<file path="config.mk">
export PLATFORM = sky130hd
export DESIGN_NAME = fpsd_ram
export DESIGN_NICKNAME = d
export VERILOG_FILES = /design/src/fpsd_ram.sv
export SDC_FILE = /design/constraint.sdc
export NUM_CORES = 1
export LEC_CHECK = 0
export CORE_AREA = 2 2 39 41
export CTS_CLUSTER_DIAMETER = 120
export CTS_CLUSTER_SIZE = 28
export DETAILED_ROUTE_END_ITERATION = 10
export DIE_AREA = 0 0 41 43
export DONT_BUFFER_PORTS = 1
export GPL_TIMING_DRIVEN = 0
export PLACE_DENSITY_LB_ADDON = 0.25
export SYNTH_ARGS = -nofsm -noshare
export SYNTH_HDL_FRONTEND = slang
export SYNTH_SLANG_ARGS = --single-unit
</file>
<file path="constraint.sdc">
create_clock -name clock -period 1.5 [get_ports clock]
set_clock_uncertainty 0.1 [all_clocks]
set_input_delay 0 -clock clock [delete_from_list [all_inputs] [get_ports clock]]
set_output_delay 0 -clock clock [all_outputs]
set_load 0.005 [all_outputs]
</file>
<file path="src/fpsd_ram.sv">
// Generic single-write, single-read synchronous RAM with registered read data.
// No dependencies.
`default_nettype none

module fpsd_ram #(
   parameter int WIDTH = 1,
   parameter int DEPTH = 16
) (
   input  wire logic                     clock,
   input  wire logic                     we,
   input  wire logic [$clog2(DEPTH)-1:0] waddr,
   input  wire logic [WIDTH-1:0]         wdata,
   input  wire logic [$clog2(DEPTH)-1:0] raddr,
   output      logic [WIDTH-1:0]         rdata
);

   logic [WIDTH-1:0] mem_ff [DEPTH];
   logic [WIDTH-1:0] rdata_ff;

   always_ff @(posedge clock) begin
      if (we) begin
         mem_ff[waddr] <= wdata;
      end
      rdata_ff <= mem_ff[raddr];
   end

   assign rdata = rdata_ff;

endmodule

`default_nettype wire

</file>
### Yosys cells after proc, flatten, opt, wreduce, memory -nomap -nowiden

Memories as Yosys holds them, arrays and structs flattened. A register that Yosys moved wholly into a read port is not among the register bits.
Cells that the tools add are included.

* muxes and demuxes: 2

Operators by type and width (number)
* $mux 1: 2

* flip-flop bits (word level): 0
* memory bits (writable): 16
* bits of input ports: 11
* output and inout bits: 1
* word-level logic and storage cells: 3
* memories kept: 1

Memory list
* mem_ff: depth 16, width 1, rd ports 1, clocked after Yosys merged registers in 1, wr ports 1, line 17 `logic [WIDTH-1:0] mem_ff [DEPTH];`

### Logic depth before layout (Yosys ltp)

Gate-level depths: netlist of run 1.

* word-level depth: 2
* gate-level depth with buffers: 3
* mapped depth without buffers: 3

### Worst setup path after synthesis of run 1

No wires, ideal clock.

* kind: flip-flop to flip-flop
* start: memory mem_ff[13]
* end: register rdata_ff, in the netlist rdata, read port of mem_ff
* library setup time: 0.122 ns
* data arrival time: 1.013 ns
* data required time: 1.278 ns
* setup slack: 0.265 ns
* stages on the path, launching flop included: 4
* path buffers: 0
* clock period less this slack: 1.235 ns
* path through: edfxtp_1 -> mux4_1 -> mux2i_1 -> mux2i_1

RTL lines
* start, declared: line 17
* end, declared: line 18 `logic [WIDTH-1:0] rdata_ff;`

### Final worst setup path of run 1

* start: input port waddr[2]
* end: memory mem_ff[0] (enable)

RTL lines
* start, declared: line 11 `input wire logic [$clog2(DEPTH)-1:0] waddr,`

No word-level cell before the write port.

==> results of run 1 <==
==> layer usage <==
metal	up-vias	part of all wire	GRT usage	routed length [um]
li1	216	-	-	-
met1	205	0.38	0.203	443
met2	12	0.57	0.294	661
met3	0	0.047	0.0524	54
met4	0	0	0.100	0
met5	-	0	0	0
==> repair_timing <==
item,CTS,global route
hold buffers,9,1
resized for setup,0,0
endpoints found under the hold margin,33,1
==> state kept, by name (all words and copies together) (netlist names) <==
register / count
mem_ff: 16
rdata: 1
==> power by group through the flow <==
stage | Combinational [mW] | Clock, mW | Sequential (mW)
floorplan | 0.0327 | 0 | 0.543
detailed placement | 0.0371 | 0 | 0.545
finish | 0.0718 | 0.225 | 0.534
global route | 0.0784 | 0.261 | 0.536
global placement | 0.0360 | 0 | 0.544
CTS | 0.0697 | 0.237 | 0.534
==> area by class of cell <==
cell class	count	area share
Clock buffer	4	0.0295
Timing Repair Buffer	10	0.112
Multi-Input combinational cell	30	0.275
Sequential cell	17	0.561
Tap cell	16	0.0224
==> placed cells by master, fill, tap and decap left out <==
cell type	instances
edfxtp_1	16
nor2_1	12
dlygate4sd3_1	10
nor3_1	4
mux4_1	4
mux2i_1	3
clkbuf_4	3
nand3b_1	2
nand2b_1	2
nand2_1	1
nand3_1	1
or3b_2	1
clkbuf_1	1
dfxtp_1	1
==> path summary, 6_finish.rpt <==
check | cells past startpoint | endpoint
worst max-delay path | 3 | mem_ff[0]
worst min-delay path | 2 | mem_ff[12]
worst max register to register | 3 | rdata
worst min register to register | 3 | rdata
==> logic make-up after synthesis <==
group / share of synthesized area
simple gates: 0.148
flops: 0.671
mux: 0.181
==> stage by stage <==
stage               power, mW  instance area (um2)  setup WS (ns)  utilization  cells
floorplan               0.576                  746          0.265            -     47
global placement        0.580                  766          0.215        0.553     63
detailed placement      0.582                  766          0.197        0.553     63
CTS                     0.841                  882          0.106        0.637     76
global route            0.875                  892        0.00342        0.645     77
finish                  0.831                  892         0.0907        0.645     77
==> worst reg2reg max path: stages, from the launching register on <==
cell      delay (ns)
edfxtp_1        0.38
mux4_1          0.51
mux2i_1         0.14
mux2i_1         0.08
==> impl_metrics.json, run 1 <==
{
  "status": "finished clean",
  "worstHoldStart": "waddr[3]",
  "timing.fmax_ghz": 0.710,
  "power_density_nw_per_um2": 931,
  "dieArea_um2": 1760,
  "antenna_cells": 0,
  "p_leak_nw": 0.302,
  "clk_latency_ns": 0.28,
  "dp_hpwl_um": 835,
  "critical_path.startpoint": "waddr[2]",
  "worstPathCellList": "dlygate4sd3_1 -> or3b_2 -> nor3_1",
  "cts.path.max_buffers": 2,
  "h-tree-depth": 1,
  "clkPwrFrac": 0.271,
  "cp.required_ns": 1.39,
  "ys_types": 11,
  "period_share": 0.940,
  "rrSetupSlack_ns": 0.18,
  "slowest_delay_ns": 0.58,
  "grt_pass1_vias": 466,
  "drv_slew": 0,
  "hold_class": "input port to flip-flop",
  "drv_cap": 0,
  "area_growth_pct": 19.6,
  "wl_mm": 1.16,
  "period_minus_slack_ns": 1.41,
  "avgSynthCellArea_um2": 15.9,
  "p_int_mw": 0.672,
  "cp_slowest_cell": "dlygate4sd3_1",
  "path_clk_slew_ns": 0.09,
  "cts_tree": "built",
  "dr.pass1.iters": 4,
  "avgViaCountPerCell": 5.62,
  "initial_core_util": 0.539,
  "synth_warnings": 0,
  "numPortBuffers": 0,
  "crit_type": "input port to flip-flop",
  "seq_area_um2": 500,
  "grt_max_degree": 17,
  "synth.ff_latch_count": 17,
  "synth.top_cell.area_share": 0.644,
  "synth_top_area_cell": "edfxtp_1",
  "antenna_found_initial": 0,
  "setup_tns_ns": 0,
  "cts_buffers": 3,
  "gp_congestion": 0.662,
  "grt-ovfl-total": 0,
  "peakVddDrop_mv": 0.656,
  "rsz0062_at_grt": "no",
  "vias": 433,
  "worst_pin_slew_ns": 0.449,
  "crit_fanout": 4,
  "cts.sink_count": 17,
  "grt_pass1_wl_mm": 2.01,
  "p_switching_mw": 0.158,
  "final_nets": 73,
  "cts_setup_buffers": 0,
  "async_reset_ff_frac": 0,
  "synth_edf_count": 16,
  "drive_above_1_share": 0.0656,
  "fillCellCount": 96,
  "rows": 14,
  "ant_nets": 0,
  "cts_root_buf": "clkbuf_4",
  "path_buf_inv": 1,
  "drtIter0Drc": 6,
  "synth_common_cells": "16 x edfxtp_1, 12 x nor2_1, 4 x mux4_1, 4 x nor3_1, 3 x mux2i_1",
  "drc": 0,
  "coreArea_um2": 1380,
  "seqPwrFrac": 0.643,
  "arrival_ns": 1.29,
  "reg2reg_from": "mem_ff[1]",
  "synthFlopType": "edfxtp_1",
  "grtUsageTotal": 0.182,
  "p_comb_frac": 0.086,
  "synth.most_common_cell": "edfxtp_1",
  "syn_nets": 58,
  "syn_area_um2": 746,
  "swShare": 0.190,
  "cp_top_family": "simple AND/OR/NAND/NOR gates",
  "relSlewSlack": 0.700,
  "fp.dieH_um": 43,
  "hold_slack_ns": 0.0113,
  "end_kind": "flip-flop",
  "ys_seq_area_frac": 0.671,
  "ios": 12,
  "critPathLaunchType": "input port",
  "ys_top_cells_by_area": "edfxtp_1 64%, mux4_1 14%, nor2_1 6.0%",
  "wire_per_inst_um": 15.1,
  "die_w_um": 41,
  "multiInputGateArea_um2": 245,
  "setup_viol": 0,
  "final-hold-violation-count": 0,
  "syn_inst": 47
}
Note: power is estimated with default switching activity, not from simulation.
==> run 2, diff against run 1 <==
--- a/config.mk
+++ b/config.mk
@@ -12,6 +12,7 @@
 export DIE_AREA = 0 0 41 43
 export DONT_BUFFER_PORTS = 1
 export GPL_TIMING_DRIVEN = 0
+export MAX_ROUTING_LAYER = met4
 export PLACE_DENSITY_LB_ADDON = 0.25
 export SYNTH_ARGS = -nofsm -noshare
 export SYNTH_HDL_FRONTEND = slang
==> impl_metrics.json, run 2 (synthesis gave the netlist of run 1 again) <==
{
  "status": "finished clean",
  "drtIter0Drc": 6,
  "cp-endpoint": "mem_ff[0]",
  "cts_root_buf": "clkbuf_4",
  "h-tree-depth": 1,
  "critical_path.startpoint": "waddr[2]",
  "antenna_found_initial": 0,
  "final-hold-violation-count": 0,
  "worst_pin_slew_ns": 0.449,
  "cp.required_ns": 1.39,
  "crit_fanout": 4,
  "cts.path.max_buffers": 2,
  "final_area_um2": 892,
  "cts_buffers": 3,
  "area_growth_pct": 19.6,
  "r2r_end": "rdata",
  "hold_slack_ns": 0.0116,
  "grt-ovfl-total": 0,
  "dr.pass1.iters": 4,
  "grt_pass1_wl_mm": 2.01,
  "gp_congestion": 0.668,
  "vias": 433,
  "clk_latency_ns": 0.28,
  "period_minus_slack_ns": 1.41,
  "initial_core_util": 0.539,
  "path_clk_slew_ns": 0.09,
  "wl_mm": 1.16,
  "grt_max_degree": 17,
  "rows": 14,
  "period_share": 0.940,
  "grtUsageTotal": 0.187,
  "setup_tns_ns": 0,
  "rsz0062_at_grt": "no",
  "antenna_cells": 0,
  "final_cell_mix": "16 x edfxtp_1, 12 x nor2_1, 10 x dlygate4sd3_1",
  "peakVddDrop_mv": 0.656,
  "avgViaCountPerCell": 5.62,
  "cp_slowest_cell": "dlygate4sd3_1",
  "drc": 0,
  "worstPathCellList": "dlygate4sd3_1 -> or3b_2 -> nor3_1",
  "post-route-util": 0.645,
  "power_mw": 0.831,
  "fp.dieH_um": 43,
  "cts.sink_count": 17,
  "wire_per_inst_um": 15.1,
  "largest-register": "mem_ff",
  "die_w_um": 41,
  "dieArea_um2": 1760,
  "power_density_nw_per_um2": 931,
  "arrival_ns": 1.29,
  "rrSetupSlack_ns": 0.18,
  "critPathLaunchType": "input port",
  "drv_slew": 0,
  "crit_type": "input port to flip-flop",
  "reg2reg_depth": 3,
  "reg2reg_from": "mem_ff[1]",
  "drv_cap": 0,
  "dpl-instance-area_um2": 766,
  "hold_class": "input port to flip-flop",
  "numPortBuffers": 0,
  "p_leak_nw": 0.302,
  "timing.fmax_ghz": 0.710,
  "ant_nets": 0,
  "slowest_delay_ns": 0.58,
  "grt_pass1_vias": 468,
  "final_common_cell": "edfxtp_1",
  "coreArea_um2": 1380,
  "relSlewSlack": 0.700,
  "setup_viol": 0,
  "drive_above_1_share": 0.0656,
  "ios": 12,
  "end_kind": "flip-flop",
  "dp_hpwl_um": 835,
  "cts_tree": "built",
  "final_nets": 73,
  "largest_register_ffs": 16
}
run 2: worst min path at each step:
stage	from	to	slack, ns	cells past startpoint
6_report	waddr[3]	mem_ff[12]	0.01	2
5_1_grt	raddr[0]	rdata	0.003	3
4_1_cts	waddr[3]	mem_ff[12]	0.00005	2
3_5_place_dp	wdata	mem_ff[5]	-0.0004	0
3_3_place_gp	wdata	mem_ff[4]	-0.0004	0
2_1_floorplan	wdata	mem_ff[0]	-0.001	0
run 2: area by class of cell:
type | count | area (um2)
flip-flops and latches | 17 | 500
fillers | 96 | 492
multi-input cells | 30 | 245
repair buffers | 10 | 100
clock buffers | 4 | 26.3
well taps | 16 | 20.0
run 2: repair_timing:
item / CTS / global route
setup buffers: 0 / 0
hold endpoints to repair: 33 / 1
resized for setup: 0 / 0
hold buffers: 9 / 1
run 2: per-layer routing:
layer,track usage,routed length [um],up-vias
met5,-,0,-
met4,0.100,0,0
met3,0.0524,56,0
met2,0.294,660,12
met1,0.203,444,205
li1,-,-,216
run 2: power by group:
group	switching (mW)	internal (mW)
clock	0.122	0.103
combinational	0.0328	0.0390
sequential	0.00342	0.530
total	0.158	0.672
run 2: through the flow:
stage	cells	worst slack, ns
floorplan	47	0.265
global placement	63	0.215
detailed placement	63	0.197
CTS	76	0.106
global route	77	0.00343
finish	77	0.0907
run 2: critical path: cells and delay by family:
kind          cells  cell delay [ns]
simple gates      2             0.71
buf+inv           1             0.58
