### src/fpsd_pkg.sv
// Shared types and constants for the four-prime sum decomposer.
// No dependencies; every other file in src/ but fpsd_ram uses this package.
`default_nettype none

package fpsd_pkg;

   // Size of the composite map: numbers 0 .. MAX_N-1 are covered
   localparam int MAX_N   = 65536;
   localparam int MAP_AW  = $clog2(MAX_N);
   // Sieve counters: wide enough for i*i and j+2i just past the map end
   localparam int SV_CW   = MAP_AW + 2;
   // Init sweep counter: must hold MAX_N-1
   localparam int INIT_CW = MAP_AW + 1;

   // Word field widths
   localparam int TGT_W   = 16;
   localparam int SMALL_W = 2;

   // Arithmetic constants of the decomposition
   localparam int MIN_TARGET  = 8;
   localparam int EVEN_SUB    = 4;
   localparam int ODD_SUB     = 5;
   localparam int FIRST_PRIME = 2;
   localparam int EVEN_SECOND = 2;
   localparam int ODD_SECOND  = 3;
   localparam int FIRST_CAND  = 2;
   localparam int FIRST_ODD   = 3;

   typedef enum logic [2:0] {
      SV_INIT,
      SV_READ,
      SV_CHECK,
      SV_MARK,
      SV_DONE
   } sieve_state_type;

   typedef enum logic [1:0] {
      SR_IDLE,
      SR_SCAN,
      SR_HOLD
   } search_state_type;

   // Write port of the composite map, driven by the sieve
   typedef struct packed {
      logic              we;
      logic [MAP_AW-1:0] addr;
      logic              data;
   } map_wr_type;

endpackage

`default_nettype wire

### src/fpsd_if.sv
// Valid/ready channel interfaces for request and response words.
// Depends on fpsd_pkg for the field widths.
`default_nettype none

interface fpsd_req_if;
   logic                        valid;
   logic                        ready;
   logic [fpsd_pkg::TGT_W-1:0]  target;

   modport source (output valid, output target, input ready);
   modport sink   (input valid, input target, output ready);
endinterface

interface fpsd_rsp_if;
   logic                          valid;
   logic                          ready;
   logic                          possible;
   logic [fpsd_pkg::SMALL_W-1:0]  first_prime;
   logic [fpsd_pkg::SMALL_W-1:0]  second_prime;
   logic [fpsd_pkg::TGT_W-1:0]    third_prime;
   logic [fpsd_pkg::TGT_W-1:0]    fourth_prime;

   modport source (output valid, output possible, output first_prime, output second_prime,
                   output third_prime, output fourth_prime, input ready);
   modport sink   (input valid, input possible, input first_prime, input second_prime,
                   input third_prime, input fourth_prime, output ready);
endinterface

`default_nettype wire

### src/fpsd_search.sv
// Per-word search: fixes the first two primes, then scans candidates p with
// two map reads a cycle (p and m-p). Depends on fpsd_pkg and fpsd_if.
`default_nettype none

module fpsd_search (
   input  wire logic                        clock,
   input  wire logic                        reset,
   input  wire logic                        map_done,
   fpsd_req_if.sink                         req,
   fpsd_rsp_if.source                       rsp,
   output      logic [fpsd_pkg::MAP_AW-1:0] raddr_a,
   output      logic [fpsd_pkg::MAP_AW-1:0] raddr_b,
   input  wire logic                        rdata_a,
   input  wire logic                        rdata_b
);

   import fpsd_pkg::*;

   search_state_type     state_ff, state_in;
   // Issue stage
   logic [TGT_W-1:0]     p_ff, p_in;
   logic [TGT_W-1:0]     q_ff, q_in;
   logic [TGT_W-1:0]     half_ff, half_in;
   logic [SMALL_W-1:0]   second_ff, second_in;
   // Read-data stage
   logic                 pv_ff, pv_in;
   logic [TGT_W-1:0]     pd_ff;
   logic [TGT_W-1:0]     qd_ff;
   logic                 pin_ff;
   logic                 qin_ff;
   // Finished result waiting for the output register
   logic                 rposs_ff, rposs_in;
   logic [TGT_W-1:0]     rthird_ff, rthird_in;
   logic [TGT_W-1:0]     rfourth_ff, rfourth_in;
   // Output register
   logic                 ov_ff, ov_in;
   logic                 oposs_ff;
   logic [SMALL_W-1:0]   ofirst_ff;
   logic [SMALL_W-1:0]   osecond_ff;
   logic [TGT_W-1:0]     othird_ff;
   logic [TGT_W-1:0]     ofourth_ff;

   logic                 accept;
   logic                 small_tgt;
   logic [TGT_W-1:0]     rem;
   logic                 issue;
   logic                 hit;
   logic                 drained;
   logic                 load_out;

   assign req.ready = map_done && (state_ff == SR_IDLE);
   assign accept    = req.valid && req.ready;
   assign small_tgt = (req.target < TGT_W'(MIN_TARGET));
   assign rem       = req.target - (req.target[0] ? TGT_W'(ODD_SUB) : TGT_W'(EVEN_SUB));

   assign issue     = (p_ff <= half_ff);
   assign hit       = pv_ff && pin_ff && qin_ff && !rdata_a && !rdata_b;
   assign drained   = !issue && !pv_ff;
   assign load_out  = (state_ff == SR_HOLD) && (!ov_ff || rsp.ready);

   assign raddr_a   = MAP_AW'(p_ff);
   assign raddr_b   = MAP_AW'(q_ff);

   // Next state
   always_comb begin
      state_in = state_ff;
      case (state_ff)
         SR_IDLE: begin
            if (accept) state_in = small_tgt ? SR_HOLD : SR_SCAN;
         end
         SR_SCAN: begin
            if (hit || drained) state_in = SR_HOLD;
         end
         SR_HOLD: begin
            if (load_out) state_in = SR_IDLE;
         end
         default: begin
            state_in = SR_IDLE;
         end
      endcase
   end

   // Datapath
   always_comb begin
      p_in       = p_ff;
      q_in       = q_ff;
      half_in    = half_ff;
      second_in  = second_ff;
      pv_in      = 1'b0;
      rposs_in   = rposs_ff;
      rthird_in  = rthird_ff;
      rfourth_in = rfourth_ff;
      case (state_ff)
         SR_IDLE: begin
            p_in       = TGT_W'(FIRST_CAND);
            q_in       = rem - TGT_W'(FIRST_CAND);
            half_in    = rem >> 1;
            second_in  = req.target[0] ? SMALL_W'(ODD_SECOND) : SMALL_W'(EVEN_SECOND);
            rposs_in   = 1'b0;
            rthird_in  = '0;
            rfourth_in = '0;
         end
         SR_SCAN: begin
            pv_in = issue && !hit;
            if (issue) begin
               p_in = p_ff + TGT_W'(1);
               q_in = q_ff - TGT_W'(1);
            end
            if (hit) begin
               rposs_in   = 1'b1;
               rthird_in  = pd_ff;
               rfourth_in = qd_ff;
            end
         end
         default: begin
         end
      endcase
   end

   // Output register: holds while the sink stalls
   always_comb begin
      ov_in = ov_ff;
      if (rsp.ready) ov_in = 1'b0;
      if (load_out) ov_in = 1'b1;
   end

   always_ff @(posedge clock) begin
      if (reset) begin
         state_ff <= SR_IDLE;
         pv_ff    <= 1'b0;
         ov_ff    <= 1'b0;
      end else begin
         state_ff <= state_in;
         pv_ff    <= pv_in;
         ov_ff    <= ov_in;
      end
      p_ff       <= p_in;
      q_ff       <= q_in;
      half_ff    <= half_in;
      second_ff  <= second_in;
      pd_ff      <= p_ff;
      qd_ff      <= q_ff;
      pin_ff     <= (32'(p_ff) < MAX_N);
      qin_ff     <= (32'(q_ff) < MAX_N);
      rposs_ff   <= rposs_in;
      rthird_ff  <= rthird_in;
      rfourth_ff <= rfourth_in;
      if (load_out) begin
         oposs_ff   <= rposs_ff;
         ofirst_ff  <= rposs_ff ? SMALL_W'(FIRST_PRIME) : '0;
         osecond_ff <= rposs_ff ? second_ff : '0;
         othird_ff  <= rthird_ff;
         ofourth_ff <= rfourth_ff;
      end
   end

   assign rsp.valid        = ov_ff;
   assign rsp.possible     = oposs_ff;
   assign rsp.first_prime  = ofirst_ff;
   assign rsp.second_prime = osecond_ff;
   assign rsp.third_prime  = othird_ff;
   assign rsp.fourth_prime = ofourth_ff;

endmodule

`default_nettype wire

### src/flat_wrapper.sv
// flat-port wrapper written by rule: the top's interface ports become plain ports
module fpsd_search_flat import fpsd_pkg::*;
  (clock, reset, map_done, raddr_a, raddr_b, rdata_a, rdata_b, req_valid, req_target, req_ready, rsp_valid, rsp_possible, rsp_first_prime, rsp_second_prime, rsp_third_prime, rsp_fourth_prime, rsp_ready);
  fpsd_req_if req_i ();
  fpsd_rsp_if rsp_i ();
  input  wire logic clock;
  input  wire logic reset;
  input  wire logic map_done;
  output      logic [fpsd_pkg::MAP_AW-1:0] raddr_a;
  output      logic [fpsd_pkg::MAP_AW-1:0] raddr_b;
  input  wire logic rdata_a;
  input  wire logic rdata_b;
  input wire logic [$bits(req_i.valid)-1:0] req_valid;
  input wire logic [$bits(req_i.target)-1:0] req_target;
  output wire logic [$bits(req_i.ready)-1:0] req_ready;
  output wire logic [$bits(rsp_i.valid)-1:0] rsp_valid;
  output wire logic [$bits(rsp_i.possible)-1:0] rsp_possible;
  output wire logic [$bits(rsp_i.first_prime)-1:0] rsp_first_prime;
  output wire logic [$bits(rsp_i.second_prime)-1:0] rsp_second_prime;
  output wire logic [$bits(rsp_i.third_prime)-1:0] rsp_third_prime;
  output wire logic [$bits(rsp_i.fourth_prime)-1:0] rsp_fourth_prime;
  input wire logic [$bits(rsp_i.ready)-1:0] rsp_ready;
  assign req_i.valid = req_valid;
  assign req_i.target = req_target;
  assign req_ready = req_i.ready;
  assign rsp_valid = rsp_i.valid;
  assign rsp_possible = rsp_i.possible;
  assign rsp_first_prime = rsp_i.first_prime;
  assign rsp_second_prime = rsp_i.second_prime;
  assign rsp_third_prime = rsp_i.third_prime;
  assign rsp_fourth_prime = rsp_i.fourth_prime;
  assign rsp_i.ready = rsp_ready;
  fpsd_search u_core (.clock(clock), .reset(reset), .map_done(map_done), .req(req_i), .rsp(rsp_i), .raddr_a(raddr_a), .raddr_b(raddr_b), .rdata_a(rdata_a), .rdata_b(rdata_b));
endmodule
### config.mk
export PLATFORM = sky130hd
export DESIGN_NAME = fpsd_search_flat
export DESIGN_NICKNAME = d
export VERILOG_FILES = /design/src/fpsd_pkg.sv /design/src/fpsd_if.sv /design/src/fpsd_search.sv /design/src/flat_wrapper.sv
export SDC_FILE = /design/constraint.sdc
export NUM_CORES = 1
export LEC_CHECK = 0
export BUFFER_PORTS_ARGS = -buffer_cell sky130_fd_sc_hd__buf_2
export CAP_MARGIN = 30
export CORE_AREA = 3 3 150 152
export DETAILED_ROUTE_END_ITERATION = 10
export DIE_AREA = 0 0 153 155
export SYNTH_ARGS = -nofsm -noshare
export SYNTH_HDL_FRONTEND = slang
export SYNTH_SLANG_ARGS = --single-unit
### constraint.sdc
create_clock -name clock -period 5 [get_ports clock]
set_clock_uncertainty 0.1 [all_clocks]
set_input_delay 0.75 -clock clock [delete_from_list [all_inputs] [get_ports clock]]
set_output_delay 0.75 -clock clock [all_outputs]
set_load 0.1 [all_outputs]
# Word-level counts from Yosys, hierarchy flattened

Cells that the tools add are included.

Logic and storage cells: 73
Register bits after elaboration: 155

Bitwise operators: 1
Reductions and logical operators: 22
Equality and inequality tests: 7
Order comparisons: 2
$add $sub $neg: 4
Mux-type cells: 20

Operators by type and width:

| cell                                                         | count |
|---|---|
| one-hot mux 16 bit (2 select lines)                          | 4 |
| two-way mux 16 bit                                           | 4 |
| adder 16 x 1 -> 16 bit (second input constant)               | 1 |
| <= comparator 16 x 15 -> 1 bit                               | 1 |
| less-than comparator 16 x 4 -> 1 bit (second input constant) | 1 |
| subtractor 16 x 1 -> 16 bit (second input constant)          | 1 |
| subtractor 16 bit                                            | 1 |
| subtractor 16 x 2 -> 16 bit (second input constant)          | 1 |
| two-way mux 2 bit                                            | 5 |
| inequality test 2 x 1 -> 1 bit (second input constant)       | 5 |
| logical AND 1 bit                                            | 7 |
| zero test 1 bit                                              | 6 |
| one-hot mux 2 bit (3 select lines)                           | 1 |
| two-way mux 1 bit                                            | 5 |
| AND reduction 2 bit                                          | 2 |
| nonzero test 2 bit                                           | 2 |
| AND reduction 3 bit                                          | 1 |
| equality test 2 x 1 -> 1 bit (second input constant)         | 1 |
| equality test 2 bit (second input constant)                  | 1 |
| zero test 2 bit                                              | 1 |
| logical OR 1 bit                                             | 2 |
| one-hot mux 1 bit (2 select lines)                           | 1 |
| OR reduction 2 bit                                           | 1 |
| inverter 1 bit                                               | 1 |

# Logic depth before layout (Yosys ltp)

Word-level depth: 6
Gate-level depth with buffers: 9
Gate-level depth less buffers: 9

# Least setup slack after synthesis

No wires, ideal clock.

Path type: register to register
Start: register u_core.p_ff[13], in the netlist u_core.raddr_a[13]
End: register u_core.p_ff[0], in the netlist u_core.raddr_a[0] (enable)
Setup time: 0.432 ns
Period minus slack after synthesis: 4.159 ns
Cell stages (with the launch flop): 8
Path buffers: 0
Arrival time: 3.627 ns
Setup slack: 0.841 ns
Cells stage by stage: edfxtp_1 -> ha_1 -> nand3_1 -> nor3b_1 -> nand4_1 -> nor3_1 -> a31oi_1 -> a21oi_1

Longest elaborated chain between the ends: 3

RTL lines:

| item                                            | RTL line           | text |
|---|---|---|
| start, declared                                 | fpsd_search.sv:21  | `logic [TGT_W-1:0] p_ff, p_in;` |
| start signal, assigned                          | fpsd_search.sv:137 | `p_ff <= p_in;` |
| <= comparator 16 x 15 -> 1 bit                  | fpsd_search.sv:56  | `assign issue = (p_ff <= half_ff);` |
| inequality test 2 x 1 -> 1 bit (no source line) | n/a                |  |
| AND reduction 2 bit (no source line)            | n/a                |  |

Every way passes these cells.
A chain may end at the register's enable or synchronous reset.

# Worst setup path in the final report

Start: input port req_target[1]
End: register u_core.q_ff[15], in the netlist u_core.raddr_b[15] (data pin)

Longest elaborated chain between the ends: 3

RTL lines:

| item                                | RTL line           | text |
|---|---|---|
| start, declared                     | flat_wrapper.sv:14 | `input wire logic [$bits(req_i.target)-1:0] req_target;` |
| subtractor 16 bit                   | fpsd_search.sv:54  | `assign rem = req.target - (req.target[0] ? TGT_W'(ODD_SUB) : TGT_W'(EVEN_SUB));` |
| subtractor 16 x 2 -> 16 bit         | fpsd_search.sv:96  | `q_in = rem - TGT_W'(FIRST_CAND);` |
| one-hot mux 16 bit (2 select lines) | fpsd_search.sv:93  | `case (state_ff)` |
| net u_core.q_in[15]                 | fpsd_search.sv:22  | `logic [TGT_W-1:0] q_ff, q_in;` |
| end signal, assigned                | fpsd_search.sv:138 | `q_ff <= q_in;` |
| end, declared                       | fpsd_search.sv:22  |  |

The timed path passes the listed nets, and every way through them passes these cells.

==> metrics.cfg <==
[worst_setup_path]
crit_fanout = 5
critPathRequiredTime_ns = 5.07
path_class = in -> reg
endpoint_kind = flop
start_kind = input pin
critPathArrivalTime_ns = 3.05

[cts]
cts_sinks = 152
path_clk_slew_ns = 0.06
ctsHoldBuffers = 0
cts_buffers = 17
root_buffer = clkbuf_16
cts.path.max_buffers = 2
cts.htree.levels = 4
postCtsSetupBuffers = 0
worstSkewPairLatency_ns = 0.42
post_cts_resized = 0
cts_tree = built

[finish]
n_antenna_cell = 0
fin_util_pct = 36.7
drive_gt1_share_pct = 23.7
area.growth.synth_to_final_pct = 21.7
nets = 634

[global_route]
antenna_found_initial = 0
grt_max_degree = 35
grt-ovfl-total = 0
grt.total_usage_pct = 11.3
grt_pass1_vias = 3862
grt_pass1_wl_um = 20800

[timing]
finalSetupViolations = 0
slew_violations = 0
finalHoldViolCount = 0
period_needed_ns = 2.98
tns_ns = 0
tightest_slew_ns = 0.681
rsz0062_at_grt = no
period_share_pct = 59.6
fmax_mhz = 336
whs_ns = 0.318
max_slew_margin_pct = 54.2

[power]
p_int_mw = 2.57
pwr-share-seq_pct = 44.1
vdd_drop_max_mv = 0.272
sw_frac_of_total_pct = 36.5
p_leak_nw = 2.99
clkPwrFrac_pct = 31.1
combPwrFrac_pct = 24.8
power.density_nw_per_um2 = 521
finalPower_mw = 4.04
switchingPower_mw = 1.48

[synthesis]
syn_area_um2 = 6370
postSynthAreaPerCell_um2 = 13.0
synth-seq-cells = 152
async_reset_ff_share_pct = 0
yosysSeqAreaShare_pct = 66.0
synth_cells = 491
yosysWarnings = 0
synth-main-ff-cell = edfxtp_1
netlist-cell-type-count = 53
synth_nets = 534
synth_enable_flop_cells = 116

[die]
coreArea_um2 = 21200
dieHeight_um = 155
rows = 53
die-area_um2 = 23700
start_util_pct = 30.1
ios = 94
die_width_um = 153

[placed_design]
io_buffers = 92
place.gp.congestion = 0.796
dp_hpwl_um = 9420

[route]
remaining_drc_errors = 0
wl_um = 13000
drtIter0Drc = 281
viasPerCell = 4.44
avgRoutedWirePerCell_um = 14.8
ant_nets = 0
firstDrtPassIters = 4
routed-via-count = 3903

[worst_hold_path]
holdCritPathClass = reg -> reg

[flow_run]
maxCapViolations = 0

[status]
outcome = completed

[sequential cells by signal, indices dropped and copies added, names as in the netlist, 16 cells and up]
name and flops:
u_core.raddr_b 16, u_core.rsp.fourth_prime 16, u_core.rthird_ff 16, u_core.raddr_a 16, u_core.pd_ff 16, u_core.qd_ff 16
u_core.rfourth_ff 16, u_core.rsp.third_prime 16
[power by group through the flow]
stage | clock network, mW | logic, mW | registers [mW]
2_1_floorplan | 0 | 0.283 | 2.31
3_3_place_gp | 0 | 1.00 | 1.81
3_5_place_dp | 0 | 1.01 | 1.82
4_1_cts | 1.29 | 1.01 | 1.79
5_1_grt | 1.34 | 1.06 | 1.82
6_report | 1.26 | 1.00 | 1.78
[worst paths after layout]
kind                                                    startpoint                                   end  slack [ns]  cells past startpoint
worst max register to register    u_core.raddr_a[12]$_SDFFCE_PN0P_           u_core.raddr_b[0]$_DFFE_PP_        2.12                      8
worst min register to register  u_core.rfourth_ff[6]$_SDFFCE_PN0P_  u_core.rsp.fourth_prime[6]$_DFFE_PP_        0.32                      0
worst max-delay path                                 req_target[1]          u_core.raddr_b[15]$_DFFE_PP_        2.02                     10
worst min-delay path            u_core.rfourth_ff[6]$_SDFFCE_PN0P_  u_core.rsp.fourth_prime[6]$_DFFE_PP_        0.32                      0
[cells in the final DEF (no fill, tap or decap), types with 7 or more instances in the layout]
cell type  netlist  final
nand3_1         14     14
or3_1            9      9
nor2_1          38     37
nor3_1          15     15
a21oi_1         25     23
clkbuf_16        0     17
buf_2            2     92
and2_1          35     35
ha_1            20     20
nand4_1          7      7
inv_1           30     29
nand2_1         21     21
xor2_1          26     26
edfxtp_1       116    116
dfxtp_1         36     36
xnor2_1         20     20
[layer usage]
layer | up-vias | GRT usage (%) | routed length [um]
met2 | 77 | 18.3 | 6180
met3 | 12 | 3.34 | 553
met1 | 1869 | 14.7 | 6110
li1 | 1945 | - | -
met5 | - | 0 | 0
met4 | 0 | 3.65 | 194
[worst max-delay path, cell delays in order]
cell and delay (ns):
buf_2 0.11, inv_1 0.09, ha_1 0.23, nor4b_1 0.31, a21oi_1 0.07, o31a_1 0.26
nor4_1 0.61, nand4_1 0.19, xnor2_1 0.16, mux2_2 0.25
[final cells by class]
cell class	count	area, um2
fillers	2063	13400
clock buffers	19	433
repair buffers	98	526
well taps	275	344
multi-input cells	292	1990
clock inverters	13	146
flip-flops and latches	152	4200
inverters	30	113
[logic make-up (layout without fill, tap and decap cells)]
kind of cell,Yosys count,in the layout,share of synthesized area [%]
mux,2,2,0.334
fa+ha+maj,20,20,3.93
buf+inv,47,160,3.16
flops,152,152,66.0
compound gates,51,51,4.87
simple gates,170,170,14.8
xor+xnor,48,48,6.83
other cells,1,1,0.0589
[metrics by stage]
step           instance area, um2  setup slack [ns]  std cells
2_1_floorplan                6370             0.841        491
3_3_place_gp                 7150              1.68        846
3_5_place_dp                 7170              1.61        847
4_1_cts                      7750              2.04        879
5_1_grt                      7750              1.74        879
6_report                     7750              2.02        879
[Yosys cell counts (2+ instances only)]
cell | n | share of area [%]
buf_4 | 4 | 0.47
o21ai_0 | 6 | 0.47
nand4_1 | 7 | 0.69
xor2_2 | 2 | 0.51
or2_2 | 2 | 0.20
dfxtp_1 | 36 | 11
buf_2 | 2 | 0.16
o22ai_1 | 2 | 0.20
clkbuf_1 | 10 | 0.59
nand3_1 | 14 | 1.1
a31oi_1 | 5 | 0.49
nand2b_1 | 4 | 0.39
nor2_1 | 38 | 2.2
nor3_1 | 15 | 1.2
o21ai_1 | 2 | 0.16
edfxtp_1 | 116 | 55
and2_1 | 35 | 3.4
nor3b_1 | 2 | 0.24
nor4_1 | 6 | 0.59
xor2_1 | 26 | 3.6
nor2b_1 | 3 | 0.29
nand2_1 | 21 | 1.2
xnor2_1 | 20 | 2.7
inv_1 | 30 | 1.8
ha_1 | 20 | 3.9
or3_1 | 9 | 0.88
a21oi_1 | 25 | 2.0
nor4_2 | 2 | 0.39
nand3b_1 | 2 | 0.24
nor4_4 | 2 | 0.67
Note: power is estimated with default switching activity, not from simulation.
